--- config.mk ---
export PLATFORM = sky130hd
export DESIGN_NAME = psc_ctrl
export DESIGN_NICKNAME = d
export VERILOG_FILES = /design/src/sv/psc_pkg.sv /design/src/sv/psc_ctrl.sv
export SDC_FILE = /design/constraint.sdc
export NUM_CORES = 1
export LEC_CHECK = 0
export BUFFER_PORTS_ARGS = -buffer_cell sky130_fd_sc_hd__buf_2
export CAP_MARGIN = 10
export CELL_PAD_IN_SITES_DETAIL_PLACEMENT = 0
export CELL_PAD_IN_SITES_GLOBAL_PLACEMENT = 1
export CORE_AREA = 8 8 45 47
export CTS_CLUSTER_SIZE = 16
export DETAILED_ROUTE_END_ITERATION = 10
export DIE_AREA = 0 0 53 55
export PLACE_DENSITY_LB_ADDON = 0.08
export SLEW_MARGIN = 30
export SYNTH_ARGS = -nofsm -noshare
export SYNTH_HDL_FRONTEND = slang
export SYNTH_SLANG_ARGS = --single-unit
--- constraint.sdc ---
create_clock -name clk -period 1.1 [get_ports clk]
set_input_delay 0.22 -clock clk [delete_from_list [all_inputs] [get_ports clk]]
set_output_delay 0.22 -clock clk [all_outputs]
set_load 0.1 [all_outputs]
--- src/sv/psc_pkg.sv ---
// Shared widths, shift amounts, register indexes and types for the pressure compensation block.
package psc_pkg;

  localparam int RAW_W     = 24;
  localparam int CAL_W     = 16;
  localparam int DIFF_W    = RAW_W + 1;
  localparam int PROD_W    = DIFF_W + CAL_W + 1;
  localparam int TEMP_W    = 19;
  localparam int PRESS_W   = 23;
  localparam int COEF_W    = 36;
  localparam int LO_W      = 18;
  localparam int HI_W      = COEF_W - LO_W;
  localparam int PPLO_W    = RAW_W + LO_W;
  localparam int PPHI_W    = RAW_W + 1 + HI_W;
  localparam int SUM_W     = 61;
  localparam int DVAL_W    = 41;
  localparam int CFG_IDX_W = 3;
  localparam int NSTG      = 7;

  localparam int REF_SHIFT       = 8;
  localparam int TEMP_SHIFT      = 23;
  localparam int OFF_DIV_SHIFT   = 6;
  localparam int SENS_DIV_SHIFT  = 7;
  localparam int OFF_BASE_SHIFT  = 17;
  localparam int SENS_BASE_SHIFT = 16;
  localparam int PRESS_SHIFT_A   = 21;
  localparam int PRESS_SHIFT_B   = 15;
  localparam int TEMP_BASE       = 2000;

  localparam logic [CFG_IDX_W-1:0] REG_SENS_BASE       = 3'd0;
  localparam logic [CFG_IDX_W-1:0] REG_OFF_BASE        = 3'd1;
  localparam logic [CFG_IDX_W-1:0] REG_SENS_TEMP_COEFF = 3'd2;
  localparam logic [CFG_IDX_W-1:0] REG_OFF_TEMP_COEFF  = 3'd3;
  localparam logic [CFG_IDX_W-1:0] REG_REF_TEMP        = 3'd4;
  localparam logic [CFG_IDX_W-1:0] REG_TEMP_SLOPE      = 3'd5;

  typedef struct packed {
    logic [CAL_W-1:0] sens_base;
    logic [CAL_W-1:0] off_base;
    logic [CAL_W-1:0] sens_temp_coeff;
    logic [CAL_W-1:0] off_temp_coeff;
    logic [CAL_W-1:0] ref_temp;
    logic [CAL_W-1:0] temp_slope;
  } cal_t;

endpackage

--- src/sv/psc_ctrl.sv ---
// Valid bits and per-stage load enables for the compensation pipeline.
module psc_ctrl
  import psc_pkg::*;
(
  input  logic            clk,
  input  logic            rst,
  input  logic            in_valid,
  input  logic            out_stall,
  output logic            in_stall,
  output logic            out_valid,
  output logic [NSTG-1:0] en
);

  logic [NSTG-1:0] vld;
  logic [NSTG-1:0] rdy;

  // A stage may load when it is empty or when its contents move on this cycle.
  always_comb begin
    rdy[NSTG-1] = !vld[NSTG-1] || !out_stall;
    for (int k = NSTG - 2; k >= 0; k--) begin
      rdy[k] = !vld[k] || rdy[k+1];
    end
  end

  always_ff @(posedge clk) begin
    if (rst) begin
      vld <= '0;
    end else begin
      if (rdy[0]) begin
        vld[0] <= in_valid;
      end
      for (int k = 1; k < NSTG; k++) begin
        if (rdy[k]) begin
          vld[k] <= vld[k-1];
        end
      end
    end
  end

  assign en        = rdy;
  assign in_stall  = !rdy[0];
  assign out_valid = vld[NSTG-1];

endmodule

==> flow_metrics.tcl <==
set metrics [dict create \
    status "finished with violations" \
    violations "setup timing" \
    grt_pass1_vias 313 \
    maxCapViolCount 0 \
    clkSinkCount 7 \
    gp_congestion 0.668 \
    grt_use_total_pct 5.91 \
    synth-edff-count 0 \
    reg_top3 "vld (7)" \
    synth_commonest_cells "dfxtp_1, inv_1, a21oi_1, nor2_1, nand2_1" \
    r2r_cells 5 \
    syn_nets 36 \
    synthTopCellsByArea "dfxtp_1, a21oi_1, inv_1" \
    worst_ep_required_time_ps 880 \
    final_antenna_net_count 0 \
    worst-setup-path-type "flop to output pin" \
    min_from "in_valid" \
    startpoint_type "flop" \
    fin_setup_tns_ps -2110 \
    synth_seq_cells 7 \
    post-synth-top-count-cell "dfxtp_1" \
    relSlewSlack_pct 90.7 \
    h-tree-depth 1 \
    critical_path_arrival_ps 1220 \
    grt_overflow 0 \
    insertion_delay_ps 250 \
    antenna_found_initial 0 \
    hold_end "vld[0]" \
    syn_area_um2 297 \
    hold_violations 0 \
    die_w_um 53 \
    yosys_most_used_dff "dfxtp_1" \
    initial_utilization_pct 21.4 \
    placed_cell_area_um2 569 \
    routed_wl_um 724 \
    std_cell_rows 14 \
    period_minus_slack_ps 1440 \
    area_delta_synth_final_pct 115 \
    drive_above_1_share_pct 64.9 \
    numCtsBuffers 3 \
    drc 0 \
    grt_start_max_net_pins 9 \
    ys_types 12 \
    io_pins 13 \
    wl_per_cell_um 9.92 \
    synth_top_area_share_pct 47.3 \
    ys_seq_area_share_pct 47.3 \
    largest_reg_flops 7 \
    cts_tree "done" \
    setup.worst_path.end_class "output pin" \
    min_path_type "input pin to flop" \
    cts_root_buf "clkbuf_4" \
    worstMarginPinSlew_ps 140 \
    vias_per_cell 4.14 \
    slew_violations 0 \
    async_flop_share_pct 0 \
    vias 302 \
    fillCellCount 139 \
    antenna_cells 0 \
    drt_iter0_drc 3 \
    dp_hpwl_um 580 \
    io_buffer_count 12 \
    grt_pass1_wl_um 1220 \
    postSynthAreaPerCell_um2 9.27 \
    drtPass1Iterations 2 \
    die_y_um 55 \
    clkTransAtPathRegs_ps 50 \
    netlist_instances 32 \
    crit-reg2reg-launch "vld[6]" \
    largest_register "vld" \
    worstHoldPathCells 3 \
    rrSetupSlack_ps -20 \
    r2r-end "vld[3]" \
    ir_drop_mv 0.490 \
    synth_top_area_cell "dfxtp_1" \
    core_area_um2 1380 \
    nets 62 \
    finClkSkew_ps 1.19 \
    grt_setup_unrepaired "yes" \
    crit_fanout 8 \
    cp-startpoint "vld[6]" \
    cts_buffer_depth 2 \
    powerDensity_nw_per_um2 815 \
    final-setup-viol-count 10 \
    ys_warn_count 0 \
    final_area_um2 637 \
    power_leakage_nw 0.284 \
    worst_slack_ps -339 \
    fmax_mhz 695 \
    period_share_pct 131 \
    dieArea_um2 2920 \
]
==> worst max-delay path by stage <==
stage,end,slack [ps]
2_1_floorplan,in_stall,-790
3_3_place_gp,in_stall,-80
3_5_place_dp,in_stall,-90
4_1_cts,in_stall,-350
5_1_grt,in_stall,-390
6_report,en[3],-340
==> stage by stage <==
step / power [mW] / hold slack [ps] / setup slack (ps) / utilization, % / cells
floorplan: 0.276 / 282 / -794 / - / 32
global route: 0.546 / 218 / -393 / 46.0 / 73
finish: 0.519 / 213 / -339 / 46.0 / 73
detailed placement: 0.292 / 445 / -91.9 / 41.1 / 66
CTS: 0.528 / 208 / -352 / 46.6 / 74
global placement: 0.291 / 440 / -80.8 / 41.1 / 66
==> critical path, cell delays in order, from the launching register on <==
cell,delay [ps]
dfxtp_4,330
and3_4,240
buf_4,140
nand3_4,80
buf_12,170
==> cell families after synthesis <==
family	synth area share, %
and+or+nand+nor	30.0
DFF	47.3
buffers and inverters	11.4
AOI/OAI and AO/OA	11.4
==> report_power, final <==
part,switching [mW],internal [mW],leakage (nW)
sequential,0.00376,0.258,0.0583
clock,0.0930,0.138,0.0150
combinational,0.0154,0.0111,0.211
total,0.112,0.407,0.284
==> per-layer routing <==
metal | up-vias | part of all wire (%) | global-route usage (%)
li1 | 152 | - | -
met4 | 0 | 2.6 | 5.17
met5 | - | 0 | 0
met1 | 139 | 37 | 5.65
met3 | 2 | 9.4 | 2.41
met2 | 9 | 51 | 9.77
==> repair_timing <==
| item | in CTS | in global routing |
|---|---|---|
| setup endpoints to repair | 9 | 11 |
| hold buffers | 0 | 0 |
| pin swaps | 3 | 2 |
| resized for setup | 7 | 1 |
| setup buffers | 4 | 1 |
| hold endpoints to repair | 0 | 0 |
==> area by class of cell <==
| cell class | count | area (um^2) | area share [%] |
|---|---|---|---|
| Timing Repair Buffer | 22 | 270 | 42.4 |
| Sequential cell | 7 | 145 | 22.8 |
| Multi-Input combinational cell | 18 | 149 | 23.4 |
| Inverter | 6 | 26.3 | 4.13 |
| Tap cell | 16 | 20.0 | 3.14 |
| Clock buffer | 4 | 26.3 | 4.13 |
==> placed cells by master (no fill, tap or decap), drive strengths merged <==
cell type / synthesis / layout
nand4: 1 / 1
nand3: 2 / 2
and3: 1 / 1
clkbuf: 0 / 4
nor2: 4 / 4
nand2: 3 / 3
inv: 6 / 5
and4: 1 / 1
buf: 1 / 22
clkinvlp: 0 / 1
a21oi: 6 / 6
dfxtp: 7 / 7
(Power assumes the default switching activity.)
