$ cat config.mk
export PLATFORM = sky130hd
export DESIGN_NAME = psc_press
export DESIGN_NICKNAME = d
export VERILOG_FILES = /design/src/sv/psc_pkg.sv /design/src/sv/psc_press.sv
export SDC_FILE = /design/constraint.sdc
export NUM_CORES = 2
export LEC_CHECK = 0
export ABC_CLOCK_PERIOD_IN_PS = 12400
export BUFFER_PORTS_ARGS = -buffer_cell sky130_fd_sc_hd__buf_2
export CAP_MARGIN = 20
export CORE_UTILIZATION = 50
export CTS_CLUSTER_SIZE = 14
export DETAILED_ROUTE_END_ITERATION = 10
export PLACE_DENSITY_LB_ADDON = 0.08
export SETUP_SLACK_MARGIN = 0.1
export SYNTH_ARGS = -nofsm -noshare
export SYNTH_HDL_FRONTEND = slang
export SYNTH_SLANG_ARGS = --single-unit
$ cat constraint.sdc
create_clock -name clk -period 12.4 [get_ports clk]
set_input_delay 0 -clock clk [delete_from_list [all_inputs] [get_ports clk]]
set_output_delay 0 -clock clk [all_outputs]
set_load 0.005 [all_outputs]
$ cat src/sv/psc_pkg.sv
// Shared widths, shift amounts, register indexes and types for the pressure compensation block.
package psc_pkg;

  localparam int RAW_W     = 24;
  localparam int CAL_W     = 16;
  localparam int DIFF_W    = RAW_W + 1;
  localparam int PROD_W    = DIFF_W + CAL_W + 1;
  localparam int TEMP_W    = 19;
  localparam int PRESS_W   = 23;
  localparam int COEF_W    = 36;
  localparam int LO_W      = 18;
  localparam int HI_W      = COEF_W - LO_W;
  localparam int PPLO_W    = RAW_W + LO_W;
  localparam int PPHI_W    = RAW_W + 1 + HI_W;
  localparam int SUM_W     = 61;
  localparam int DVAL_W    = 41;
  localparam int CFG_IDX_W = 3;
  localparam int NSTG      = 7;

  localparam int REF_SHIFT       = 8;
  localparam int TEMP_SHIFT      = 23;
  localparam int OFF_DIV_SHIFT   = 6;
  localparam int SENS_DIV_SHIFT  = 7;
  localparam int OFF_BASE_SHIFT  = 17;
  localparam int SENS_BASE_SHIFT = 16;
  localparam int PRESS_SHIFT_A   = 21;
  localparam int PRESS_SHIFT_B   = 15;
  localparam int TEMP_BASE       = 2000;

  localparam logic [CFG_IDX_W-1:0] REG_SENS_BASE       = 3'd0;
  localparam logic [CFG_IDX_W-1:0] REG_OFF_BASE        = 3'd1;
  localparam logic [CFG_IDX_W-1:0] REG_SENS_TEMP_COEFF = 3'd2;
  localparam logic [CFG_IDX_W-1:0] REG_OFF_TEMP_COEFF  = 3'd3;
  localparam logic [CFG_IDX_W-1:0] REG_REF_TEMP        = 3'd4;
  localparam logic [CFG_IDX_W-1:0] REG_TEMP_SLOPE      = 3'd5;

  typedef struct packed {
    logic [CAL_W-1:0] sens_base;
    logic [CAL_W-1:0] off_base;
    logic [CAL_W-1:0] sens_temp_coeff;
    logic [CAL_W-1:0] off_temp_coeff;
    logic [CAL_W-1:0] ref_temp;
    logic [CAL_W-1:0] temp_slope;
  } cal_t;

endpackage

$ cat src/sv/psc_press.sv
// Back stages: raw pressure times sensitivity in two partial products, scaling and offset removal.
module psc_press
  import psc_pkg::*;
(
  input  logic                     clk,
  input  logic [2:0]               en,
  input  logic [RAW_W-1:0]         rp,
  input  logic signed [COEF_W-1:0] sens,
  input  logic signed [COEF_W-1:0] offset,
  output logic signed [DVAL_W-1:0] dval
);

  logic [PPLO_W-1:0]        pp_lo;
  logic signed [PPHI_W-1:0] pp_hi;
  logic signed [COEF_W-1:0] offset3, offset4;
  logic signed [SUM_W-1:0]  sum4;
  logic signed [SUM_W-1:0]  sum_adj;
  logic signed [SUM_W-1:0]  sum_quo;

  // Stage 3: the sensitivity is split into an unsigned low half and a signed high half.
  always_ff @(posedge clk) begin
    if (en[0]) begin
      pp_lo   <= rp * sens[LO_W-1:0];
      pp_hi   <= $signed({1'b0, rp}) * $signed(sens[COEF_W-1:LO_W]);
      offset3 <= offset;
    end
  end

  // Stage 4: recombine the partial products.
  always_ff @(posedge clk) begin
    if (en[1]) begin
      sum4    <= (SUM_W'(pp_hi) <<< LO_W) + $signed(SUM_W'(pp_lo));
      offset4 <= offset3;
    end
  end

  assign sum_adj = sum4 + (sum4[SUM_W-1] ?
                   $signed({{(SUM_W-PRESS_SHIFT_A){1'b0}}, {PRESS_SHIFT_A{1'b1}}}) : '0);
  assign sum_quo = sum_adj >>> PRESS_SHIFT_A;

  // Stage 5: scaled product minus offset.
  always_ff @(posedge clk) begin
    if (en[2]) begin
      dval <= sum_quo[DVAL_W-1:0] - DVAL_W'(offset4);
    end
  end

endmodule

==> flow_metrics.py <==
metrics = {
    "synth": {
        "ys_seq_area_share_pct": 18.9,
        "synth_warnings": 0,
        "synth_compound_area_share_pct": 6.82,
        "ys_types": 73,
        "ys_seq_elements": 259,
        "synth_fp_nets": 5507,
        "synth_mux_area_share_pct": 0.0243,
        "synth_top_family_by_area": "adder cells",
        "synth_xor_area_share_pct": 3.97,
        "synth_ff_type": "edfxtp_1",
        "async_flop_share_pct": 0,
        "syn_avg_cell_area_um2": 9.46,
        "syn_inst": 4356,
        "synth_adder_area_share_pct": 44.8,
        "synth-edff-count": 259,
        "netlist_area_um2": 41200,
        "synth-simple-area-share_pct": 15.1,
    },
    "layout": {
        "drive_gt1_share_pct": 4.85,
        "final_nets": 5525,
        "n_fill_cell": 7572,
        "final_core_util_pct": 54.0,
        "regArea_um2": 7780,
        "multi_input_area_um2": 29100,
        "synthToLayoutAreaGrowth_pct": 6.23,
    },
    "cts": {
        "worstSkewPairLatency_ps": 550,
        "cts_buffers": 27,
        "cts_setup_buffers": 0,
        "path_clk_slew_ps": 60,
        "cts_tree": "built",
        "cts-resized-gates": 0,
        "cts_sinks": 259,
        "cts-root-buf": "clkbuf_16",
        "clock_path_buffers": 3,
        "cts_max_level": 1,
    },
    "worst_setup_path": {
        "endpoint": "pp_lo[41]$_DFFE_PP_",
        "worst_r2r_path_depth": 21,
        "setup.worst_path.class": "primary input to flip-flop",
        "r2r-start": "sum4[60]$_DFFE_PP_",
        "cp-start-kind": "primary input",
        "r2r-end": "dval[35]$_DFFE_PP_",
        "startpoint": "rp[11]",
        "cp_max_fo": 37,
        "crit_arrival_ps": 6390,
        "endpoint_kind": "flip-flop",
        "rrSetupSlack_ps": 6800,
        "required_ps": 12680,
    },
    "flow_run": {
        "drv_cap": 0,
    },
    "global_route": {
        "first_global_vias": 30900,
        "grt_max_degree": 75,
        "grt_overflow": 0,
        "grt_pass1_wl_um": 165000,
        "antenna_found_initial": 2,
        "grtUsageTotal_pct": 25.1,
    },
    "sta": {
        "skew_ps": 16.2,
        "hold_viol_final": 0,
        "max_freq_mhz": 164,
        "worstMarginPinSlew_ps": 1030,
        "finalCriticalPeriod_ps": 6110,
        "tns_ps": 0,
        "rsz0062_at_grt": "no",
        "maxSlewHeadroom_pct": 31.5,
        "setup_violations": 0,
        "drv_slew": 0,
        "period_share_pct": 49.3,
    },
    "die": {
        "die-width_um": 289,
        "io_pins": 141,
        "initial_utilization_pct": 50.8,
        "coreArea_um2": 81100,
        "dieArea_um2": 83600,
        "rows": 104,
        "die_h_um": 289,
    },
    "route": {
        "wl_per_cell_um": 18.4,
        "final_antenna_net_count": 0,
        "vias": 28900,
        "dr.pass1.iters": 6,
        "drc": 0,
        "drt_iter0_markers": 1453,
        "drt-vias-per-instance": 5.29,
        "drt-total-wl_um": 100000,
    },
    "placed_design": {
        "hpwl_um": 77800,
        "port_buffers": 140,
        "place.gp.congestion": 0.891,
    },
    "min_path": {
        "hold_class": "primary input to flip-flop",
    },
    "outcome": {
        "status": "finished clean",
    },
}
## cell families after synthesis
group / count (synthesis)
AOI/OAI and AO/OA: 429
DFF: 259
muxes: 1
and+or+nand+nor: 1284
xor gates and xnor gates: 187
buffers and inverters: 1145
adders and majority gates: 1051
## registers in the layout, summed over array words and instances (netlist names)
name and flops:
dval 41, offset3 36, offset4 36, pp_hi 43, pp_lo 42, sum4 61
## cells in the final DEF (no fill, tap or decap), types with 6 or more instances in the layout
cell	instances
nor3_1	28
dlygate4sd3_1	37
o21ai_1	18
nand2b_1	26
nand4_1	27
clkbuf_16	27
buf_4	11
xnor2_1	142
inv_1	948
a21boi_0	8
edfxtp_1	259
nor2b_1	15
and3_1	31
o211ai_1	13
buf_2	138
o21bai_1	19
xor2_1	45
and2_1	343
a21oi_1	145
o21a_1	16
a211oi_1	10
a41oi_1	6
o21ai_0	54
fa_1	706
nand2_1	618
nor2_1	104
a21o_1	67
a31oi_1	16
and4_1	9
nand3_1	58
ha_1	345
clkinv_2	7
## through the flow
step | setup WS (ps) | hold slack (ps) | instances | instance area (um^2)
global placement | 5890 | 177 | 5368 | 42600
detailed placement | 5720 | 178 | 5368 | 42600
finish | 6290 | 7.31 | 5456 | 43800
CTS | 6270 | 0.709 | 5454 | 43800
floorplan | 6450 | 98.9 | 4356 | 41200
global route | 5800 | 24.4 | 5454 | 43800
## synth_stat cells (4+ instances only)
cell,n,share of area (%)
o21ai_1,18,0.22
edfxtp_1,259,19
and4_1,9,0.19
o31ai_1,5,0.091
a31oi_1,16,0.24
and3_1,31,0.47
clkbuf_1,195,1.8
a41oi_1,6,0.13
nor3_1,28,0.34
nor2_1,104,0.95
nand3_1,58,0.70
nand4_1,27,0.41
o2111ai_1,5,0.11
nand2_1,618,5.6
a21oi_1,145,1.8
o21a_1,16,0.29
xnor2_1,142,3.0
a21o_1,67,1.2
o21ai_0,54,0.66
and2_1,343,5.2
o21bai_1,19,0.35
o211ai_1,13,0.24
ha_1,345,10
nor2b_1,15,0.23
a211oi_1,10,0.18
xor2_1,45,0.96
or3_1,4,0.061
nand2b_1,26,0.39
inv_1,948,8.6
a211o_1,4,0.085
a21boi_0,8,0.15
fa_1,706,34
## cell type report
cell class / count / area share [%]
repair buffers: 186 / 2.61
flip-flops and latches: 259 / 17.8
multi-input cells: 2952 / 66.5
inverters: 948 / 8.13
clock buffers: 32 / 1.59
clock inverters: 17 / 0.323
diodes: 2 / 0.0114
well taps: 1060 / 3.03
## repair_timing
item                                   in CTS  in global routing
hold buffers                               37                  0
endpoints found under the hold margin      62                  0
setup endpoints to repair                   0                  0
## metal layers
layer | track usage, % | routed length [um] | share of wire (%) | vias up
li1 | - | - | - | 13400
met1 | 34.7 | 45900 | 46 | 14700
met2 | 43.2 | 48300 | 48 | 607
met3 | 1.64 | 3730 | 3.7 | 121
met4 | 6.12 | 2260 | 2.2 | 2
met5 | 0 | 8 | 0.0080 | -
## critical path, cell delays in order
cell and delay [ps]:
buf_2 700, nand2_1 180, fa_1 550, fa_1 520, fa_1 510, inv_1 50
fa_1 490, fa_1 500, inv_1 50, fa_1 470, inv_1 40, ha_1 370
a21o_1 220, o21ai_0 360, a31oi_1 170, o21ai_0 350, o21ai_1 160, o221ai_1 380
o21ai_1 150, xnor2_1 150
## how the worst min path moves through the flow
stage,to,slack [ps],cells past startpoint,from
after floorplan,offset3[0]$_DFFE_PP_,100,0,offset[0]
after detailed placement,offset3[19]$_DFFE_PP_,180,1,offset[19]
final,pp_lo[13]$_DFFE_PP_,7,1,en[0]
after CTS,pp_lo[1]$_DFFE_PP_,0.7,1,en[0]
after global placement,offset3[28]$_DFFE_PP_,180,1,offset[28]
after global routing,pp_lo[13]$_DFFE_PP_,20,1,en[0]
Power is left out: the tool's default activity adds up to more than one toggle a clock period on the data nets, which glitch-free logic cannot reach.
