`config.mk`:
```
export PLATFORM = sky130hd
export DESIGN_NAME = psc_coef
export DESIGN_NICKNAME = d
export VERILOG_FILES = /design/src/sv/psc_pkg.sv /design/src/sv/psc_coef.sv
export SDC_FILE = /design/constraint.sdc
export NUM_CORES = 2
export LEC_CHECK = 0
export BUFFER_PORTS_ARGS = -buffer_cell sky130_fd_sc_hd__buf_2
export CAP_MARGIN = 5
export CORE_ASPECT_RATIO = 0.7
export CORE_MARGIN = 10
export CORE_UTILIZATION = 30
export CTS_CLUSTER_SIZE = 20
export DETAILED_ROUTE_END_ITERATION = 10
export GPL_ROUTABILITY_DRIVEN = 0
export GPL_TIMING_DRIVEN = 0
export SETUP_SLACK_MARGIN = 0.15
export SKIP_LAST_GASP = 1
export SYNTH_ARGS = -nofsm -noshare
export SYNTH_HDL_FRONTEND = slang
export SYNTH_SLANG_ARGS = --single-unit
```
`constraint.sdc`:
```
create_clock -name clk -period 18 [get_ports clk]
set_input_delay 2.7 -clock clk [delete_from_list [all_inputs] [get_ports clk]]
set_output_delay 2.7 -clock clk [all_outputs]
set_load 0.01 [all_outputs]
```
`src/sv/psc_pkg.sv`:
```
// Shared widths, shift amounts, register indexes and types for the pressure compensation block.
package psc_pkg;

  localparam int RAW_W     = 24;
  localparam int CAL_W     = 16;
  localparam int DIFF_W    = RAW_W + 1;
  localparam int PROD_W    = DIFF_W + CAL_W + 1;
  localparam int TEMP_W    = 19;
  localparam int PRESS_W   = 23;
  localparam int COEF_W    = 36;
  localparam int LO_W      = 18;
  localparam int HI_W      = COEF_W - LO_W;
  localparam int PPLO_W    = RAW_W + LO_W;
  localparam int PPHI_W    = RAW_W + 1 + HI_W;
  localparam int SUM_W     = 61;
  localparam int DVAL_W    = 41;
  localparam int CFG_IDX_W = 3;
  localparam int NSTG      = 7;

  localparam int REF_SHIFT       = 8;
  localparam int TEMP_SHIFT      = 23;
  localparam int OFF_DIV_SHIFT   = 6;
  localparam int SENS_DIV_SHIFT  = 7;
  localparam int OFF_BASE_SHIFT  = 17;
  localparam int SENS_BASE_SHIFT = 16;
  localparam int PRESS_SHIFT_A   = 21;
  localparam int PRESS_SHIFT_B   = 15;
  localparam int TEMP_BASE       = 2000;

  localparam logic [CFG_IDX_W-1:0] REG_SENS_BASE       = 3'd0;
  localparam logic [CFG_IDX_W-1:0] REG_OFF_BASE        = 3'd1;
  localparam logic [CFG_IDX_W-1:0] REG_SENS_TEMP_COEFF = 3'd2;
  localparam logic [CFG_IDX_W-1:0] REG_OFF_TEMP_COEFF  = 3'd3;
  localparam logic [CFG_IDX_W-1:0] REG_REF_TEMP        = 3'd4;
  localparam logic [CFG_IDX_W-1:0] REG_TEMP_SLOPE      = 3'd5;

  typedef struct packed {
    logic [CAL_W-1:0] sens_base;
    logic [CAL_W-1:0] off_base;
    logic [CAL_W-1:0] sens_temp_coeff;
    logic [CAL_W-1:0] off_temp_coeff;
    logic [CAL_W-1:0] ref_temp;
    logic [CAL_W-1:0] temp_slope;
  } cal_t;

endpackage

```
`src/sv/psc_coef.sv`:
```
// Front stages: temperature difference, three coefficient products, temperature, offset and sensitivity.
module psc_coef
  import psc_pkg::*;
(
  input  logic                     clk,
  input  logic [2:0]               en,
  input  cal_t                     cal,
  input  logic [RAW_W-1:0]         raw_pressure,
  input  logic [RAW_W-1:0]         raw_temp,
  output logic [RAW_W-1:0]         rp,
  output logic                     nz,
  output logic signed [TEMP_W-1:0] temp,
  output logic signed [COEF_W-1:0] offset,
  output logic signed [COEF_W-1:0] sens
);

  logic [RAW_W-1:0]         rp0, rp1;
  logic                     nz0, nz1;
  logic signed [DIFF_W-1:0] diff0;
  logic signed [PROD_W-1:0] prod_t, prod_o, prod_s;
  logic signed [PROD_W-1:0] adj_t, adj_o, adj_s;
  logic signed [PROD_W-1:0] quo_t, quo_o, quo_s;
  logic signed [PROD_W-1:0] temp_sum;
  logic signed [COEF_W-1:0] off_hi, sens_hi;

  // Stage 0: difference between the raw temperature and the scaled reference.
  always_ff @(posedge clk) begin
    if (en[0]) begin
      rp0   <= raw_pressure;
      nz0   <= (|raw_pressure) && (|raw_temp);
      diff0 <= $signed({1'b0, raw_temp}) - $signed({1'b0, cal.ref_temp, {REF_SHIFT{1'b0}}});
    end
  end

  // Stage 1: the three products of the difference with the coefficients.
  always_ff @(posedge clk) begin
    if (en[1]) begin
      rp1    <= rp0;
      nz1    <= nz0;
      prod_t <= diff0 * $signed({1'b0, cal.temp_slope});
      prod_o <= diff0 * $signed({1'b0, cal.off_temp_coeff});
      prod_s <= diff0 * $signed({1'b0, cal.sens_temp_coeff});
    end
  end

  // Division by a power of two that rounds toward zero: negative values get a bias first.
  assign adj_t = prod_t + (prod_t[PROD_W-1] ?
                 $signed({{(PROD_W-TEMP_SHIFT){1'b0}}, {TEMP_SHIFT{1'b1}}}) : '0);
  assign adj_o = prod_o + (prod_o[PROD_W-1] ?
                 $signed({{(PROD_W-OFF_DIV_SHIFT){1'b0}}, {OFF_DIV_SHIFT{1'b1}}}) : '0);
  assign adj_s = prod_s + (prod_s[PROD_W-1] ?
                 $signed({{(PROD_W-SENS_DIV_SHIFT){1'b0}}, {SENS_DIV_SHIFT{1'b1}}}) : '0);
  assign quo_t = adj_t >>> TEMP_SHIFT;
  assign quo_o = adj_o >>> OFF_DIV_SHIFT;
  assign quo_s = adj_s >>> SENS_DIV_SHIFT;

  assign temp_sum = quo_t + PROD_W'(TEMP_BASE);
  assign off_hi   = $signed(COEF_W'({cal.off_base, {OFF_BASE_SHIFT{1'b0}}}));
  assign sens_hi  = $signed(COEF_W'({cal.sens_base, {SENS_BASE_SHIFT{1'b0}}}));

  // Stage 2: temperature, offset and sensitivity.
  always_ff @(posedge clk) begin
    if (en[2]) begin
      rp     <= rp1;
      nz     <= nz1;
      temp   <= temp_sum[TEMP_W-1:0];
      offset <= off_hi + quo_o[COEF_W-1:0];
      sens   <= sens_hi + quo_s[COEF_W-1:0];
    end
  end

endmodule

```
==> flow_summary.toml <==
[route]
vias = 41593
wire_per_inst_um = 20.0
vias_per_cell = 4.71
initialDrtViolationCount = 3613
first_pass_iters = 5
antenna_left = 0
drcViolationCount = 0
finalWirelength_um = 177000

[final_layout]
fin_area_mm2 = 0.0636
drive_above_1_share_pct = 5.95
final_nets = 7970
syn_to_final_growth_pct = 10.6

[synth]
async_flop_share_pct = 0
yosys_warnings = 0
avgSynthCellArea_um2 = 9.66
synth-seq-cells = 317
syn-cell-area_mm2 = 0.0576
synth_edf_count = 317
synthesis.nets = 7671
syn_inst = 5956
seq_area_frac_synth_pct = 16.5
synthDistinctLibCells = 77
synth_flop_cell = "edfxtp_1"

[setup_path]
critPathKind = "input pin to flip-flop"
crit_top_cell = "fa_1"
cp.depth = 22
r2r_cells = 22
cp_cell_sequence = "clkbuf_1, clkbuf_1, nand2_1, fa_1, inv_1, fa_1, fa_1, fa_1, fa_1, inv_1, fa_1, inv_1, ha_1, a21o_1, a21o_1, a31oi_1, o21ai_0, a21o_1, a211oi_2, a31oi_1, a21oi_1, o311ai_1"
start_kind = "input pin"
cpMaxStageDelayCell = "clkbuf_1"
critPathTopFamily = "adder cells"
arrival_ps = 10300
crit_fanout = 10
crit_path_end_kind = "flip-flop"
critical_path_required_ps = 18400
max_stage_delay_ps = 780
path_buf_inv = 5

[global_routing]
grt_use_total_pct = 16.9
grt_pass1_vias = 43572
antenna_found_initial = 46
overflow = 0
grt_pass1_wl_um = 270000
grt_max_degree = 107

[sta]
fmax_ghz = 0.101
hold_viol = 0
min_period_ps = 9900
max-slew-margin-rel_pct = 15.4
worst_slew_pin_slew_ps = 1270
rsz0062_at_grt = "false"
drv_slew = 0
period_share_pct = 55.0
worst_slack_ps = 8100
holdWs_ps = 418
fin_setup_tns_ps = 0
final.setup_skew_ps = 66.0
setup_viol = 0

[outcome]
status = "complete, no violations"

[cts]
hold_buffers = 0
cts_buffers = 45
clk_pin_slew_worst_paths_ps = 60
insertion_delay_ps = 680
cts_tree = "built"
root_buffer = "clkbuf_16"
cts_sinks = 317
cts_resized = 0
cts_setup_buffers = 0
htree_num_levels = 2
clk_path_buf_depth = 3

[place]
post-place-ws_ps = 7720
portBuffers = 248
hpwl_um = 148000
post_dp_cell_area_mm2 = 0.0620

[flow_run]
max_cap_violations = 0

[floorplanning]
die_area_mm2 = 0.210
die_w_um = 544
die_y_um = 386
rows = 134
core_mm2 = 0.191
io_pins = 264
start_util_pct = 30.2

[min_path]
hold_path.class = "flip-flop to flip-flop"
holdPathStages = 0
==> worst paths after layout <==
check / from / end / slack, ps
max: cal[10] / prod_t[39] / 8100
min: rp0[20] / rp1[20] / 420
max reg2reg: diff0[18] / prod_s[40] / 9550
min reg2reg: rp0[20] / rp1[20] / 420
==> state kept, by name, summed over array words and instances (netlist names) <==
name	flops
diff0	25
nz	1
nz0	1
nz1	1
offset	36
prod_o	42
prod_s	42
prod_t	42
rp	24
rp0	24
rp1	24
sens	36
temp	19
==> synthesized netlist by cell type (15+ instances only) <==
cell type | instances | area share [%]
nand2_1 | 834 | 5.4
a21o_1 | 50 | 0.65
fa_1 | 1176 | 41
nor4_1 | 20 | 0.22
nor2_1 | 109 | 0.71
clkbuf_1 | 241 | 1.6
or3_1 | 15 | 0.16
xnor2_1 | 190 | 2.9
o21ai_0 | 56 | 0.49
ha_1 | 391 | 8.5
nand4_1 | 26 | 0.28
nand2b_1 | 17 | 0.18
nand3_1 | 57 | 0.50
xor2_1 | 63 | 0.96
a31oi_1 | 20 | 0.22
o21a_1 | 20 | 0.26
and2_1 | 492 | 5.3
inv_1 | 1481 | 9.7
edfxtp_1 | 317 | 17
a21oi_1 | 132 | 1.1
nor3_1 | 33 | 0.29
nor2b_1 | 20 | 0.22
and3_1 | 31 | 0.34
==> final cells by class <==
cell class                      count  area, um2
Timing Repair Buffer              252       1350
Clock buffer                       47       1150
Inverter                         1481       5560
Tap cell                         2516       3150
Clock inverter                     36        373
Multi-Input combinational cell   3914      41600
Fill cell                       19567     127000
Sequential cell                   317       9520
Buffer                            244        922
Antenna cell                       21       52.6
==> logic make-up (layout without fill, tap and decap cells) <==
group,after synthesis,after routing,synth area share [%]
flops,317,317,16.5
fa+ha+maj,1569,1569,49.4
compound gates,408,408,4.76
xor+xnor,253,253,3.85
buf+inv,1725,2060,11.3
mux,1,1,0.0196
simple gates,1683,1683,14.1
other cells,0,21,0
==> per-layer routing <==
| metal | share of wire (%) | up-vias | wire [um] | track usage (%) |
|---|---|---|---|---|
| met2 | 42 | 1707 | 73800 | 24.8 |
| met3 | 11 | 292 | 20200 | 5.46 |
| met4 | 3.1 | 12 | 5550 | 4.64 |
| li1 | - | 18445 | - | - |
| met1 | 44 | 21137 | 77000 | 23.8 |
| met5 | 0.044 | - | 78 | 0 |
==> worst reg2reg max path, cell delays in order, from the launching register on <==
cell	delay, ps
edfxtp_1	450
clkbuf_1	680
clkbuf_1	1000
nand2_1	210
fa_1	580
inv_1	50
fa_1	480
fa_1	590
fa_1	450
fa_1	500
inv_1	50
fa_1	470
inv_1	40
ha_1	250
clkbuf_1	270
and3_1	270
nand4_1	200
a211o_1	330
a31oi_1	510
o211ai_1	310
a31oi_1	290
o22ai_1	120
xnor2_1	150
==> cell usage in the layout, fill, tap and decap left out, drive strengths merged, types with 60 or more instances in the layout <==
cell / n
clkbuf: 288
xor2: 63
o21ai: 60
buf: 255
edfxtp: 317
ha: 391
xnor2: 190
inv: 1498
nand2: 834
nor2: 109
fa: 1176
a21oi: 134
and2: 492
==> metrics by stage <==
step | instances | utilization [%]
after floorplan | 5956 | -
after global placement | 8720 | 32.5
after detailed placement | 8723 | 32.5
after CTS | 8806 | 33.3
after global routing | 8814 | 33.4
final | 8828 | 33.4
Power is left out: the tool's default activity adds up to more than one toggle a clock period on the data nets, which glitch-free logic cannot reach.
